$ cat src/assert_macros.svh
`ifndef ASSERT_MACROS_SVH
`define ASSERT_MACROS_SVH

// same-cycle implication
`define ASSERT_IMPLY(label, clk, rst, ante, cons, msg) \
  label: assert property (@(posedge clk) disable iff (rst) (ante) |-> (cons)) else $error(msg);

// next-cycle implication
`define ASSERT_NEXT(label, clk, rst, ante, cons, msg) \
  label: assert property (@(posedge clk) disable iff (rst) (ante) |=> (cons)) else $error(msg);

`endif

$ cat src/agd_pkg.sv
package agd_pkg;

  localparam int ACT_W     = 8;
  localparam int NIB_W     = 4;
  localparam int NIB_SHIFT = 4;
  localparam logic [NIB_W-1:0] NIB_MASK = 4'hF;
  localparam int LANES     = 2;
  localparam int PROD_W    = 12;
  localparam int DOT_W     = 24;
  localparam int SUM_W     = 18;
  localparam int SCALE_W   = 32;
  localparam int FRAC_BITS = 24;
  localparam int ACC_W     = 64;
  localparam int SCALED_W  = 2 * SCALE_W - FRAC_BITS;
  localparam int HALF_W    = SCALED_W / 2;

  localparam logic [ACC_W-1:0] ACC_MIN = {1'b1, {(ACC_W-1){1'b0}}};
  localparam logic [ACC_W-1:0] ACC_MAX = {1'b0, {(ACC_W-1){1'b1}}};

  typedef struct packed {
    logic start;
    logic row_end;
    logic zero_en;
  } close_req_t;

endpackage

$ cat src/agd_lane.sv
module agd_lane (
  input  logic signed [agd_pkg::ACT_W-1:0]  act,
  input  logic        [agd_pkg::NIB_W-1:0]  nib,
  output logic signed [agd_pkg::PROD_W-1:0] prod
);
  import agd_pkg::*;

  logic signed [PROD_W-1:0] act_x;
  logic signed [PROD_W-1:0] nib_x;

  always_comb begin
    act_x = PROD_W'(act);
    nib_x = $signed({{(PROD_W-NIB_W){1'b0}}, nib});
    prod  = act_x * nib_x;
  end

endmodule

$ cat config.mk
export PLATFORM = sky130hd
export DESIGN_NAME = agd_lane
export DESIGN_NICKNAME = d
export VERILOG_FILES = /design/src/assert_macros.svh /design/src/agd_pkg.sv /design/src/agd_lane.sv
export SDC_FILE = /design/constraint.sdc
export NUM_CORES = 1
export LEC_CHECK = 0
export BUFFER_PORTS_ARGS = -buffer_cell sky130_fd_sc_hd__buf_2
export CORE_AREA = 3 3 49 51
export DETAILED_ROUTE_END_ITERATION = 7
export DIE_AREA = 0 0 52 54
export PLACE_DENSITY = 0.85
export SYNTH_ARGS = -nofsm -noshare
export SYNTH_HDL_FRONTEND = slang
export SYNTH_SLANG_ARGS = --single-unit
$ cat constraint.sdc
create_clock -name vclk -period 7.2
set_input_delay 0.36 -clock vclk [all_inputs]
set_output_delay 0.36 -clock vclk [all_outputs]
set_load 0.01 [all_outputs]
Word level (Yosys, flattened, before mapping) --
Index checks and enable logic that the tools add are counted.
Operators by class: multiply operators 1, equal/unequal tests 0, reductions and logical operators 0, bitwise logic cells 0, muxes and demuxes 0, add/subtract/negate cells 0, order comparisons 0, div/mod/pow operators 0, shift operators 0
Operator list (number):
- $mul A8 B5 Y12 | 1
Word-level totals: flip-flop bits (word level) 0, bits in latches 0, RAM bits 0, bits in read-only memories 0, memories 0, input bits 12, word-level logic and storage cells 1

Logic depth before layout (Yosys ltp) --
word-level depth 1, depth in mapped cells 12

Worst setup path after synthesis --
OpenSTA, ideal clock, no wires.
kind input -> output, from input act[4] (netlist name), to output prod[11] (netlist name), arrival time 2971 ps, stages 11, path slack 3869 ps, buffers on the path 0, path through and2_1 > ha_1 > fa_1 > inv_1 > fa_1 > inv_1 > ha_1 > nand3_1 > o2111ai_1 > a21oi_1 > xnor2_1
Between the ends: word-level cells in the longest chain between the ends 1
RTL lines:
- start, declared | RTL line agd_lane.sv:2 | input logic signed [agd_pkg::ACT_W-1:0] act,
- $mul A8 B5 Y12 | RTL line agd_lane.sv:14 | prod = act_x * nib_x;
- end, declared | RTL line agd_lane.sv:4 | output logic signed [agd_pkg::PROD_W-1:0] prod
Every way passes these cells.

Worst setup path in the final report --
from input nib[2] (netlist name), to output prod[11] (netlist name)
Between the ends: word-level cells in the longest chain between the ends 1
RTL lines:
- start, declared | RTL line agd_lane.sv:3 | input logic [agd_pkg::NIB_W-1:0] nib,
- $mul A8 B5 Y12 | RTL line agd_lane.sv:14
Every way passes these cells.

==> flow_metrics.py <==
metrics = {
    "worst_setup_path": {
        "crit_type": "in -> out",
        "start_kind": "input pin",
        "slowest_delay_ns": 0.55,
        "critPathSlowestCell": "fa_1",
        "crit_buf_inv": 4,
        "cp-end-kind": "primary output",
        "worst-endpoint-required_ns": 6.84,
        "path_max_fanout": 8,
        "crit_chain": "buf_2, and2_1, ha_1, fa_1, inv_1, fa_1, inv_1, ha_1, nand3_1, o2111ai_1, a21oi_1, xnor2_1, buf_2",
        "cp.arrival_ns": 3.35,
        "path_delay_family": "adder cells",
    },
    "global_route": {
        "groute.usage.overall": 0.201,
        "grt_pass1_vias": 1011,
        "grt_pass1_wl_mm": 4.39,
        "antenna_found_initial": 0,
        "grt-ovfl-total": 0,
        "grt_max_degree": 9,
    },
    "logic_synthesis": {
        "yosysWarnings": 0,
        "synthesis.nets": 196,
        "syn-cell-area_um2": 1210,
        "synth_cell_types": 25,
        "avgSynthCellArea_um2": 8.21,
        "ys_seq_area_frac": 0,
        "syn-instance-count": 147,
    },
    "final_layout": {
        "finalNetCount": 222,
        "final_common_cell": "inv_1",
        "instances_no_fill": 198,
        "layout-drive-gt1-share": 0.193,
        "seq_cell_count": 0,
        "syn_to_final_growth_pct": 12.8,
        "clkbuf_count": 0,
        "regArea_um2": 0,
        "diodes": 0,
        "final_cell_mix": "inv_1, buf_2, ha_1, and2_1, fa_1",
    },
    "sta": {
        "fin_setup_tns_ns": 0,
        "hold_viol": 0,
        "period_share": 0.515,
        "max_slew_margin": 0.759,
        "setup_viol": 0,
        "slew_violations": 0,
        "rsz0062_at_grt": "no",
        "worst_slew_pin_slew_ns": 0.361,
        "fmax_mhz": 270,
        "fin_crit_ns": 3.71,
    },
    "clock_tree": {
        "cts_setup_buffers": 0,
        "cts_resized": 0,
        "holdBufCountCts": 0,
    },
    "run_status": {
        "status": "finished, final reports clean",
    },
    "floorplanning": {
        "rows": 16,
        "core_area_um2": 1980,
        "dieArea_um2": 2810,
        "start_util": 0.609,
        "die_h_um": 54,
        "die_width_um": 52,
        "ioPinCount": 24,
    },
    "routing": {
        "dr_total_vias": 1007,
        "drt-total-wl_mm": 2.43,
        "drtAntennaViolNets": 0,
        "drt-initial-drc-count": 11,
        "first_pass_iters": 4,
        "routedWlPerCell_um": 12.3,
        "drc": 0,
        "avgViaCountPerCell": 5.09,
    },
    "placed_design": {
        "routabilityCongestion": 0.798,
        "portBuffers": 24,
        "dp.cells": 198,
        "post-dp-hpwl_mm": 2.21,
    },
    "pwr": {
        "power_density_nw_per_um2": 148,
        "power_leakage_nw": 0.754,
        "vdd_drop_max_uv": 96.7,
    },
    "worst_hold_path": {
        "min_to": "prod[0]",
        "hp-class": "in -> out",
        "hold_start": "act[0]",
        "hold_depth": 3,
    },
    "flow_run": {
        "cap_violations": 0,
    },
}
-- layer usage --
| layer | global-route usage | share of wire |
|---|---|---|
| met1 | 0.250 | 0.44 |
| met2 | 0.410 | 0.55 |
| met3 | 0 | 0.012 |
| met4 | 0 | 0 |
| met5 | 0 | 0 |
-- cells in the mapped netlist --
master      n  share of area
and2_2      6          0.037
or3_1       1         0.0052
o21bai_1    1         0.0062
nor2_1      3         0.0093
a311oi_1    1         0.0073
o21ai_0     3          0.012
o2111ai_1   3          0.022
and2_4      1         0.0073
nand3_1     2         0.0083
a31o_2      1         0.0073
ha_1       21           0.22
xor2_1      5          0.036
nand2_1    10          0.031
o211ai_1    1         0.0062
a21oi_1     5          0.021
xnor2_1     5          0.036
nand3b_1    1         0.0062
inv_1      34           0.11
fa_1       16           0.27
o2111a_1    1         0.0093
xnor2_2     1          0.013
nor2b_1     2          0.010
o21a_1      2          0.012
and2_1     18          0.093
nor3_1      3          0.012
-- report_power, final --
group	switching, mW	internal [mW]	leakage (nW)	total (mW)
Sequential	0	0	0	0
Clock	0	0	0	0
Combinational	0.113	0.0881	0.754	0.201
-- worst min-delay path, cell delays in order --
cell    delay, ns
buf_2        0.10
and2_1       0.11
buf_2        0.12
-- worst max-delay path by stage --
stage / startpoint / to / slack, ns / cells after the start
after floorplan: act[4] / prod[11] / 3.87 / 11
after global placement: nib[2] / prod[11] / 3.59 / 13
after detailed placement: nib[2] / prod[11] / 3.50 / 13
after CTS: nib[2] / prod[11] / 3.50 / 13
after global routing: nib[2] / prod[11] / 3.33 / 13
final: nib[2] / prod[11] / 3.49 / 13
-- kinds of logic (layout without fill, tap and decap cells) --
family,count (synthesis),count (layout),synth area share
fa+ha+maj,37,37,0.483
simple gates,47,47,0.221
compound gates,18,18,0.104
buf+inv,34,58,0.106
xor+xnor,11,11,0.0861
-- per-stage QoR --
stage / total power [mW] / util / area, um^2 / hold slack (ns) / setup slack, ns
6_report: 0.201 / 0.686 / 1360 / 1.04 / 3.49
5_1_grt: 0.228 / 0.686 / 1360 / 1.06 / 3.33
4_1_cts: 0.202 / 0.686 / 1360 / 1.04 / 3.50
3_5_place_dp: 0.201 / 0.686 / 1360 / 1.04 / 3.50
3_3_place_gp: 0.193 / 0.686 / 1360 / 1.04 / 3.59
2_1_floorplan: 0.144 / - / 1210 / 0.864 / 3.87
-- layout make-up --
| class | count | area [um^2] |
|---|---|---|
| fill | 163 | 622 |
| inverter | 34 | 128 |
| timing repair buffer | 24 | 120 |
| tap | 27 | 33.8 |
| multi-input combinational | 113 | 1080 |
Note: power is estimated with default switching activity, not from simulation.
