`src/assert_macros.svh`:
```
`ifndef ASSERT_MACROS_SVH
`define ASSERT_MACROS_SVH

// same-cycle implication
`define ASSERT_IMPLY(label, clk, rst, ante, cons, msg) \
  label: assert property (@(posedge clk) disable iff (rst) (ante) |-> (cons)) else $error(msg);

// next-cycle implication
`define ASSERT_NEXT(label, clk, rst, ante, cons, msg) \
  label: assert property (@(posedge clk) disable iff (rst) (ante) |=> (cons)) else $error(msg);

`endif

```
`src/agd_pkg.sv`:
```
package agd_pkg;

  localparam int ACT_W     = 8;
  localparam int NIB_W     = 4;
  localparam int NIB_SHIFT = 4;
  localparam logic [NIB_W-1:0] NIB_MASK = 4'hF;
  localparam int LANES     = 2;
  localparam int PROD_W    = 12;
  localparam int DOT_W     = 24;
  localparam int SUM_W     = 18;
  localparam int SCALE_W   = 32;
  localparam int FRAC_BITS = 24;
  localparam int ACC_W     = 64;
  localparam int SCALED_W  = 2 * SCALE_W - FRAC_BITS;
  localparam int HALF_W    = SCALED_W / 2;

  localparam logic [ACC_W-1:0] ACC_MIN = {1'b1, {(ACC_W-1){1'b0}}};
  localparam logic [ACC_W-1:0] ACC_MAX = {1'b0, {(ACC_W-1){1'b1}}};

  typedef struct packed {
    logic start;
    logic row_end;
    logic zero_en;
  } close_req_t;

endpackage

```
`src/agd_group.sv`:
```
module agd_group (
  input  logic                              clk,
  input  logic                              rst,
  input  logic                              accept,
  input  logic                              close,
  input  logic signed [agd_pkg::PROD_W-1:0] prod [agd_pkg::LANES],
  input  logic signed [agd_pkg::ACT_W-1:0]  act  [agd_pkg::LANES],
  output logic signed [agd_pkg::DOT_W-1:0]  dot_next,
  output logic signed [agd_pkg::SUM_W-1:0]  sum_next
);
  import agd_pkg::*;

  logic signed [DOT_W-1:0] group_dot;
  logic signed [SUM_W-1:0] group_act_sum;

  // merge lane results into the running group sums
  always_comb begin
    dot_next = group_dot;
    sum_next = group_act_sum;
    for (int l = 0; l < LANES; l++) begin
      dot_next = dot_next + DOT_W'(prod[l]);
      sum_next = sum_next + SUM_W'(act[l]);
    end
  end

  always_ff @(posedge clk) begin
    if (rst) begin
      group_dot     <= '0;
      group_act_sum <= '0;
    end else if (accept) begin
      group_dot     <= close ? '0 : dot_next;
      group_act_sum <= close ? '0 : sum_next;
    end
  end

endmodule

```
`config.mk`:
```
export PLATFORM = sky130hd
export DESIGN_NAME = agd_group
export DESIGN_NICKNAME = d
export VERILOG_FILES = /design/src/assert_macros.svh /design/src/agd_pkg.sv /design/src/agd_group.sv
export SDC_FILE = /design/constraint.sdc
export NUM_CORES = 1
export LEC_CHECK = 0
export ABC_AREA = 1
export BUFFER_PORTS_ARGS = -buffer_cell sky130_fd_sc_hd__buf_2
export CAP_MARGIN = 5
export CORE_UTILIZATION = 25
export CTS_BUF_LIST = sky130_fd_sc_hd__clkbuf_4 sky130_fd_sc_hd__clkbuf_8
export DETAILED_ROUTE_END_ITERATION = 8
export SETUP_SLACK_MARGIN = 0.4
export SLEW_MARGIN = 20
export SYNTH_ARGS = -nofsm -noshare
export SYNTH_HDL_FRONTEND = slang
export SYNTH_SLANG_ARGS = --single-unit
```
`constraint.sdc`:
```
create_clock -name clk -period 6.1 [get_ports clk]
set_clock_uncertainty 0.05 [all_clocks]
set_input_delay 0.305 -clock clk [delete_from_list [all_inputs] [get_ports clk]]
set_output_delay 0.305 -clock clk [all_outputs]
set_load 0.03 [all_outputs]
```
# == Word-level counts from Yosys, hierarchy flattened ==
# Index checks and enable logic that the tools add are counted.
# word_totals
in_bits,44
memories,0
rom_bits,0
regBits,42
ramBits,0
latchBits,0
# op_classes
n_shift,0
bitwise_logic,0
n_reduce_logical,0
order_cmp,0
n_div,0
add_sub_neg,4
eq_ne,0
n_mul,0
n_mux,2
# ops
cell,count
adder 24 x 12 -> 24 bit,2
adder 18 x 8 -> 18 bit,2
2-to-1 mux 24 bit,1
2-to-1 mux 18 bit,1

# == Logic depth before layout (Yosys ltp) ==
# logic_depth
ltp_word,3
ltp_mapped,15

# == Worst setup path before layout ==
# OpenSTA, ideal clock, no wires.
# synth_timing
path_kind,input -> output
from,in prod[1] (netlist bit)
to,out dot_next[9] (netlist bit)
t_arrival_ns,2.420
n_path_buf,0
cell_stages,10
slack_ns,3.325
required_ns,5.745
path_cell_list,inv_1 -> fa_1 -> inv_1 -> ha_1 -> fa_1 -> nand3_1 -> nand3_1 -> nand2_1 -> nand2_2 -> xor2_1
# synth_between
elab_chain_cells,1
# synth_rtl
element,line,text
from (decl),agd_group.sv:6,"input logic signed [agd_pkg::PROD_W-1:0] prod [agd_pkg::LANES],"
adder 24 x 12 -> 24 bit,agd_group.sv:21,dot_next = dot_next + DOT_W'(prod[l]);
to (decl),agd_group.sv:8,"output logic signed [agd_pkg::DOT_W-1:0] dot_next,"
# No other way between the ends.

# == Final worst setup path ==
# layout_timing
from,reg group_dot[1]
to,out dot_next[17] (netlist bit)
# layout_between
elab_chain_cells,2
# layout_rtl
element,line,text
from (decl),agd_group.sv:13,logic signed [DOT_W-1:0] group_dot;
from (signal assigned),agd_group.sv:31,group_dot <= close ? '0 : dot_next;
adder 24 x 12 -> 24 bit (2 in series),agd_group.sv:21,
# No other way between the ends.

==> metrics.csv <==
stage;metric;value;unit
grt;antenna_found_initial;0;
die;core;0.0188;mm²
detailed_routing;drt-total-wl;13200;µm
min_path;hold_path_class;input port to flop;
synth;synth_area;0.00483;mm²
setup_path;start_kind;flop;
clocking;cts-buffers-inserted;5;
setup_path;path_common_cell;nand3_1;
setup_path;cp_max_fo;4;
power_and_ir_drop;p_sw;0.000997;W
synth;synthAdderAreaFrac;27.8;%
detailed_routing;wl_met3;437;µm
setup_path;cp_cell_sequence;inv_1 -> fa_1 -> inv_1 -> ha_1 -> fa_1 -> nand3_1 -> nand3_1 -> nand2_1 -> nand2_2 -> nand3_1 -> nand3_1 -> and2_1 -> buf_2;
synth;muxShareOfSynthArea;0;%
sta;rsz0062_at_grt;false;
sta;hold_viol;0;
setup_path;end_kind;primary output;
synth;synth_top_family_by_area;simple AND/OR/NAND/NOR gates;
sta;min_period;3.45;ns
grt;grtUsageTotal;14.2;%
cells_and_area;mostFrequentLayoutCells;nand2_1 (250), inv_1 (99), buf_2 (85);
sta;slew_headroom;31.8;%
clocking;cts_hold_buf;0;
clocking;cts_setup_buffers;0;
clocking;clock_latency;0.33;ns
sta;fmax;290;MHz
power_and_ir_drop;power_density;319;mW/mm²
setup_path;worstPathRequired;5.74;ns
clocking;htreeDepth;2;
outcome;status;completed;
detailed_routing;vias_per_cell;4.37;
detailed_routing;wl_met1;6520;µm
sta;fin_crit_sh;56.5;%
die;ios;86;
power_and_ir_drop;p_comb_share;70.3;%
detailed_routing;wl_per_cell;12.5;µm
power_and_ir_drop;vdd_drop_max;160;µV
grt;gr-total-overflow;0;
synth;ys_seq_area_share;17.4;%
clocking;cts_resized;0;
sta;setup_viol;0;
sta;maxSlewViolCount;0;
clocking;root_buffer;clkbuf_8;
power_and_ir_drop;p_sw_share;55.5;%
cells_and_area;final_common_cell;nand2_1;
synth;avgSynthCellArea;6.71;µm²
die;dieHeight;141;µm
detailed_routing;vias;4629;
grt;grt_max_degree;44;
placement;gp_congestion;0.960;
synth;yosys.area_share.simple;34.8;%
synth;ys_types;26;
setup_path;cp_slowest_cell;fa_1;
clocking;cts.path.max_buffers;2;
synth;synth-seq-cells;42;
grt;grt_pass1_vias;4639;
detailed_routing;ant_nets;0;
cells_and_area;insertedDiodeCount;0;
detailed_routing;route.met2.wl;6150;µm
die;die_width;141;µm
placement;dp_hpwl;10300;µm
clocking;clk_pin_slew;0.09;ns
die;rows;50;
sta;tightest_slew;1.02;ns
setup_path;critPathKind;flop to primary output;
cells_and_area;final_net_count;926;
synth;synth_warnings;0;
detailed_routing;drt_iter0_markers;172;
die;initial_core_util;25.6;%
setup_path;max_stage_delay;0.48;ns
power_and_ir_drop;pwr-share-clk;11.6;%
sta;tns;0;ns
synth;synth_compound_area_share;8.19;%
clocking;cts.sinks;42;
power_and_ir_drop;finalPower;0.00180;W
synth;syn_nets;845;
power_and_ir_drop;p_leak;2.87;nW
detailed_routing;firstDrtPassIters;4;
clocking;cts_tree;yes;
detailed_routing;routed.top_layer;met4;
die;die_area;0.0199;mm²
cells_and_area;fillCellCount;2059;
detailed_routing;drc;0;
grt;grt_pass1_wl;22400;µm
synth;syn_inst;719;
setup_path;cp.arrival;3.09;ns
power_and_ir_drop;internal_power;0.000799;W
synth;synth_xor_area_share;2.90;%
placement;place.port_buffers;85;
power_and_ir_drop;seq_power_share;18.1;%
cells_and_area;syn_to_final_growth;16.6;%
cells_and_area;drive_above_1_share;13.1;%
job;cap_violations;0;
[worst paths after layout]
| path | start | endpoint | slack, ns | cells after the start |
|---|---|---|---|---|
| max | group_dot[1] | dot_next[17] | 2.65 | 13 |
| min | prod[12] | group_dot[0] | 0.38 | 4 |
| max reg2reg | group_dot[1] | group_dot[17] | 3.30 | 13 |
| min reg2reg | group_act_sum[1] | group_act_sum[1] | 0.42 | 2 |
[power groups by stage]
stage	registers [W]	clock network, W	logic (W)
after detailed placement	0.000331	0	0.00126
after CTS	0.000325	0.000221	0.00127
after global routing	0.000328	0.000227	0.00141
after global placement	0.000330	0	0.00126
final	0.000324	0.000209	0.00126
after floorplan	0.000326	0	0.000937
[Yosys cell counts]
library cell | number | share of area, %
a21oi_1 | 68 | 7.1
a21oi_2 | 2 | 0.36
and2_1 | 27 | 3.5
buf_2 | 4 | 0.41
clkbuf_1 | 9 | 0.70
clkinv_1 | 1 | 0.078
dfxtp_1 | 42 | 17
fa_1 | 42 | 17
ha_1 | 40 | 10
inv_1 | 99 | 7.7
nand2_1 | 250 | 19
nand2_2 | 1 | 0.13
nand3_1 | 54 | 5.6
nand3_2 | 3 | 0.62
nand3b_1 | 9 | 1.4
nand4_1 | 4 | 0.52
nor2_1 | 32 | 2.5
nor2_2 | 3 | 0.39
nor3_1 | 2 | 0.21
o21ai_0 | 6 | 0.62
o21bai_1 | 1 | 0.16
or2_0 | 1 | 0.13
or2_1 | 1 | 0.13
or2_2 | 2 | 0.26
xnor2_1 | 2 | 0.36
xor2_1 | 14 | 2.5
[kinds of logic (layout without fill, tap and decap cells)]
| group | count (synthesis) | after routing |
|---|---|---|
| adder cells (fa/ha/maj) | 82 | 82 |
| buffers and inverters | 113 | 193 |
| AND/OR/NAND/NOR | 389 | 389 |
| XOR/XNOR | 16 | 16 |
| AO/OA/AOI/OAI | 77 | 77 |
| flip-flops | 42 | 42 |
[layer usage]
layer  vias up  track usage, %
li1       2415               -
met1      2130            19.1
met2        77            23.7
met3         7            1.83
met4         0            4.12
met5         -               0
[cell type report]
type	count	area, µm²	area share (%)
inverter	100	375	6.67
tap	260	325	5.78
clock buffer	6	82.6	1.47
multi-input combinational	564	3560	63.3
timing repair buffer	87	440	7.82
sequential	42	841	14.9
[registers in the layout (all words and copies together) (netlist names)]
name and count:
group_dot 24, group_act_sum 18
[through the flow]
step / hold WS, ns / setup slack, ns / cell area (µm²) / std cells / util (%)
2_1_floorplan: 0.395 / 3.33 / 4830 / 719 / -
3_3_place_gp: 0.404 / 2.89 / 5550 / 1053 / 29.5
3_5_place_dp: 0.410 / 2.88 / 5550 / 1053 / 29.5
4_1_cts: 0.360 / 2.62 / 5630 / 1059 / 29.9
5_1_grt: 0.424 / 2.46 / 5630 / 1059 / 29.9
6_report: 0.380 / 2.65 / 5630 / 1059 / 29.9
[worst max-delay path, delay by kind of cell, from the launching register on]
family | cells | cell delay [ns]
buffers and inverters | 3 | 0.26
flip-flops | 1 | 0.34
adder cells (fa/ha/maj) | 3 | 1.22
AND/OR/NAND/NOR | 7 | 0.93
Power figures use the tool's default switching activity.
